`config.mk`:
```
export PLATFORM = sky130hd
export DESIGN_NAME = mpm_cfg
export DESIGN_NICKNAME = d
export VERILOG_FILES = /design/src/rtl/mpm_pkg.sv /design/src/rtl/mpm_cfg.sv
export SDC_FILE = /design/constraint.sdc
export NUM_CORES = 1
export LEC_CHECK = 0
export ABC_AREA = 0
export BUFFER_PORTS_ARGS = -buffer_cell sky130_fd_sc_hd__buf_2
export CORE_UTILIZATION = 50
export DETAILED_ROUTE_END_ITERATION = 8
export PLACE_DENSITY = 0.68
export SKIP_CTS_REPAIR_TIMING = 1
export SLEW_MARGIN = 20
export SYNTH_ARGS = -nofsm -noshare
export SYNTH_HDL_FRONTEND = slang
export SYNTH_SLANG_ARGS = --single-unit
```
`constraint.sdc`:
```
create_clock -name clk -period 6.1 [get_ports clk]
set_input_delay 1.22 -clock clk [delete_from_list [all_inputs] [get_ports clk]]
set_output_delay 1.22 -clock clk [all_outputs]
set_load 0.01 [all_outputs]
```
`src/rtl/mpm_pkg.sv`:
```
package mpm_pkg;

	localparam int DimW   = 13;
	localparam int FracW  = 17;
	localparam int AngW   = 16;
	localparam int CfgIdxW = 8;
	localparam int CfgDataW = 17;
	localparam int Dim2W  = 2 * DimW;
	localparam int KmW    = 18;
	localparam int Km2W   = 2 * KmW;

	localparam logic [CfgIdxW-1:0] CFG_IMAGE_WIDTH    = 8'd0;
	localparam logic [CfgIdxW-1:0] CFG_IMAGE_HEIGHT   = 8'd1;
	localparam logic [CfgIdxW-1:0] CFG_ILLUM_FRACTION = 8'd2;
	localparam logic [CfgIdxW-1:0] CFG_ROT_COS        = 8'd3;
	localparam logic [CfgIdxW-1:0] CFG_ROT_SIN        = 8'd4;

	localparam logic [7:0] ALPHA_LIT     = 8'd0;
	localparam logic [7:0] ALPHA_SHADED  = 8'd196;
	localparam logic [7:0] ALPHA_OUTSIDE = 8'd255;

	typedef struct packed {
		logic [DimW-1:0]        w;
		logic [DimW-1:0]        h;
		logic signed [AngW-1:0] rot_cos;
		logic signed [AngW-1:0] rot_sin;
		logic [Dim2W-1:0]       w2;
		logic [Km2W-1:0]        km2;
		logic                   k_neg;
	} cfg_t;

endpackage

```
`src/rtl/mpm_cfg.sv`:
```
module mpm_cfg #(
	parameter int MAX_DIM = 4096
) (
	input  logic                               clk,
	input  logic                               arst_n,
	input  logic                               cfg_valid,
	output logic                               cfg_ready,
	input  logic [mpm_pkg::CfgIdxW-1:0]        cfg_index,
	input  logic [mpm_pkg::CfgDataW-1:0]       cfg_data,
	output mpm_pkg::cfg_t                      cfg
);

	localparam logic [16:0] MaxDim = (MAX_DIM > 8191) ? 17'd8191 : 17'(MAX_DIM);

	logic [mpm_pkg::DimW-1:0]        width_q;
	logic [mpm_pkg::DimW-1:0]        height_q;
	logic [mpm_pkg::FracW-1:0]       frac_q;
	logic signed [mpm_pkg::AngW-1:0] cos_q;
	logic signed [mpm_pkg::AngW-1:0] sin_q;
	logic [mpm_pkg::DimW-1:0]        w_sat;
	logic [mpm_pkg::DimW-1:0]        h_sat;
	logic [mpm_pkg::Dim2W-1:0]       w2_q;
	logic signed [18:0]              k_c;
	logic [18:0]                     k_abs;
	logic [mpm_pkg::KmW-1:0]         km_q;
	logic                            k_neg_q;
	logic [mpm_pkg::Km2W-1:0]        km2_q;

	assign cfg_ready = 1'b1;

	always_ff @(posedge clk or negedge arst_n) begin
		if (!arst_n) begin
			width_q  <= 13'd256;
			height_q <= 13'd256;
			frac_q   <= 17'd32768;
			cos_q    <= -16'sd16384;
			sin_q    <= 16'sd0;
		end else if (cfg_valid && cfg_ready) begin
			unique case (cfg_index)
				mpm_pkg::CFG_IMAGE_WIDTH:    width_q  <= cfg_data[mpm_pkg::DimW-1:0];
				mpm_pkg::CFG_IMAGE_HEIGHT:   height_q <= cfg_data[mpm_pkg::DimW-1:0];
				mpm_pkg::CFG_ILLUM_FRACTION: frac_q   <= cfg_data;
				mpm_pkg::CFG_ROT_COS:        cos_q    <= $signed(cfg_data[mpm_pkg::AngW-1:0]);
				mpm_pkg::CFG_ROT_SIN:        sin_q    <= $signed(cfg_data[mpm_pkg::AngW-1:0]);
				default: ;
			endcase
		end
	end

	always_comb begin
		w_sat = ({4'b0, width_q} > MaxDim) ? MaxDim[mpm_pkg::DimW-1:0] : width_q;
		h_sat = ({4'b0, height_q} > MaxDim) ? MaxDim[mpm_pkg::DimW-1:0] : height_q;
		k_c   = $signed({1'b0, frac_q, 1'b0}) - 19'sd65536;
		k_abs = k_c[18] ? $unsigned(-k_c) : $unsigned(k_c);
	end

	// Derived terms are registered; km2 is squared from the registered km_q.
	always_ff @(posedge clk) begin
		w2_q    <= w_sat * w_sat;
		km_q    <= k_abs[mpm_pkg::KmW-1:0];
		k_neg_q <= k_c[18];
		km2_q   <= km_q * km_q;
	end

	always_comb begin
		cfg.w       = w_sat;
		cfg.h       = h_sat;
		cfg.rot_cos = cos_q;
		cfg.rot_sin = sin_q;
		cfg.w2      = w2_q;
		cfg.km2     = km2_q;
		cfg.k_neg   = k_neg_q;
	end

endmodule

```
==> results by group <==
Clock network
  – Clock slew at reported path FFs: 0.07 ns
  – Clock Tree Buf Depth: 2
  – CTS tree: yes
  – Root Driver: clkbuf_16
  – Clk sinks: 151
  – H-tree levels: 4
  – CTS Buf Count: 17
  – Clk_lat worst skew: 0.44 ns

Setup path
  – Buf/Inv on CP: 4
  – Reg2reg start: km_q[14]
  – Stages on the worst setup path: 19
  – Worst-path cell chain: buf_4 > and2_1 > fa_1 > inv_1 > fa_1 > fa_1 > fa_1 > fa_1 > fa_1 > inv_1 > ha_1 > buf_4 > a21oi_1 > o21bai_1 > a21oi_1 > o311ai_4 > a21oi_1 > o21ai_0 > xor2_1
  – CP max stage cell: fa_1
  – Critical path's most frequent cell: fa_1
  – Reg2Reg Depth: 19
  – Critical Path Start Type: flip-flop
  – Kind of critical path: reg2reg
  – Arrival time at the worst endpoint: 6.15 ns
  – Setup crit end kind: flip-flop
  – Crit-path max cell delay: 0.56 ns
  – CP max FO: 10
  – FF-to-FF End: km2_q[31]
  – Reg2reg setup slack: 0.27 ns
  – CP Data Required Time: 6.42 ns
  – Delay-heaviest family, CP: adder cells

Power and ir drop
  – Power Internal: 2.32 mW
  – Worst vdd ir: 0.000179 V
  – Sequential power share: 0.333
  – Lkg Pwr: 11.1 nW
  – Power per cell area: 182 mW/mm²
  – Sw Ratio: 0.356
  – Power Total: 3.61 mW
  – Combinational Power Share: 0.357
  – Sw Pwr: 1.29 mW
  – Clk pwr share: 0.310

STA
  – Final Setup Violations: 0
  – Sum of negative setup slack: 0 ns
  – Pins over their slew limit: 0
  – Worst-Margin Slew: 1.04 ns
  – RSZ-0062 raised after global routing: no
  – Setup Skew: 0.0203 ns
  – Period utilization: 0.955
  – Tmin final: 5.83 ns
  – Worst slew margin: 0.302
  – Fin. Hold Viols: 0
  – F_max: 172 MHz
  – Final setup margin: 0.272 ns

Global routing
  – Vias in the first global route: 13,200
  – Largest net degree at the start of global routing: 76
  – Final global-route overflow total: 0
  – Gr usage total: 0.234
  – Initial antenna violation count: 0
  – First-pass GRT wire length: 65.9 mm

Place
  – Placement Setup Slack: -0.129 ns
  – Final HPWL from detailed placement: 32.7 mm
  – I/O Buffers: 144
  – GPL Wtd Cong: 0.871
  – Dpl cells: 2,371

Synthesis
  – Post-synth EDFFs: 0
  – Share of synthesized registers carrying an async set or reset: 0.497
  – Sequential fraction of the synthesis area: 0.193
  – Syn avg cell area: 10.0 µm²
  – Syn Std Cell Area: 0.0177 mm²
  – Cells after Synth: 1,764
  – FF+latch count, synth: 151
  – Number of synthesis warnings: 0
  – Distinct cells, synth: 62
  – Top_reg_cell synth: dfxtp_1

Routing
  – DRC: 0
  – Via count: 12,100
  – Number of iterations in the first detailed-routing pass: 7
  – Number of vias per cell: 5.04
  – WL/cell: 16.2 µm
  – Routed WL: 39.0 mm
  – Initial DRC Count: 585
  – Antenna viol nets, final: 0

Hold path
  – Min-delay worst type: reg2reg
  – Hold Path Depth: 0
  – HP Start: frac_q[0]
  – Worst Hold Path EP: km_q[1]

Layout
  – Non-Filler Instances: 2,403
  – Share of cells above drive strength 1: 0.170
  – Most common cell after layout, fill and taps aside: inv_1
  – Area growth from synthesis to layout: 12.1%
  – Commonest cells after routing, fill and taps aside: inv_1, fa_1, ha_1
  – Ant. Diodes: 0
  – Fin nets: 2,432
  – FILL cells: 3,017
  – Fin util: 0.572

Die
  – Initial Util: 0.510
  – Io pins: 150
  – DIE WIDTH: 190 µm
  – Row count: 68
  – DIE AREA: 0.0361 mm²
  – Core ar.: 0.0346 mm²
  – Die Ht: 190 µm

Outcome
  – Status: finished clean

Job
  – Number of max-cap violations: 0
## routing by layer
metal / global-route usage / wire [µm]
met3: 0.0356 / 1590
met1: 0.298 / 16800
met4: 0.0800 / 1190
met2: 0.405 / 19300
met5: 0 / 0
## state kept, by name, summed over array words and instances, names as in the netlist
signal	count
sin_q	16
cos_q	16
km_q	17
w2_q	25
km2_q	33
height_q	13
frac_q	17
width_q	13
k_neg_q	1
## kinds of logic after synthesis
logic type      synth area share
compound gates            0.0578
xor+xnor                  0.0367
fa+ha+maj                  0.455
buf+inv                    0.103
flops                      0.193
mux                       0.0473
other cells             0.000425
simple gates               0.107
## power groups by stage
stage / logic [mW] / clock network [mW] / registers (mW)
finish: 1.29 / 1.12 / 1.20
floorplan: 0.803 / 0 / 1.25
CTS: 1.30 / 1.14 / 1.20
global placement: 1.26 / 0 / 1.22
detailed placement: 1.29 / 0 / 1.22
global route: 1.46 / 1.19 / 1.21
## cell usage after synthesis (12+ instances only)
master / count / area [µm²]
dfxtp_1: 76 / 1520
ha_1: 180 / 2250
nor2b_1: 34 / 213
a21oi_1: 43 / 215
xnor2_1: 57 / 499
inv_1: 421 / 1580
mux2_2: 72 / 811
dfrtp_1: 70 / 1750
nor2_1: 32 / 120
clkbuf_1: 46 / 173
fa_1: 289 / 5790
nand2_1: 123 / 462
and2_1: 119 / 744
o21ai_0: 28 / 140
xor2_1: 17 / 149
o21bai_1: 12 / 90.1
a21o_1: 23 / 173
## worst max-delay path by stage
stage | from | end | slack, ns
after CTS | km_q[13] | km2_q[33] | -0.14
final | km_q[14] | km2_q[31] | 0.27
after global routing | km_q[12] | km2_q[32] | 0.002
after detailed placement | km_q[13] | km2_q[33] | -0.13
after floorplan | km_q[15] | km2_q[34] | 0.42
after global placement | km_q[13] | km2_q[33] | -0.02
## per-stage QoR
step / area, µm² / hold slack [ns]
2_1_floorplan: 17800 / 0.391
3_3_place_gp: 19100 / 0.414
3_5_place_dp: 19100 / 0.421
4_1_cts: 19700 / 0.424
5_1_grt: 19800 / 0.448
6_report: 19800 / 0.422
## cell type report
cell class / instances / area, µm² / share of cell area
Timing Repair Buffer: 189 / 1060 / 0.0536
Clock inverter: 12 / 170 / 0.00859
Multi-Input combinational cell: 1155 / 12600 / 0.635
Tap cell: 455 / 569 / 0.0287
Inverter: 421 / 1580 / 0.0798
Sequential cell: 151 / 3420 / 0.173
Clock buffer: 20 / 437 / 0.0220
(Power assumes the default switching activity.)
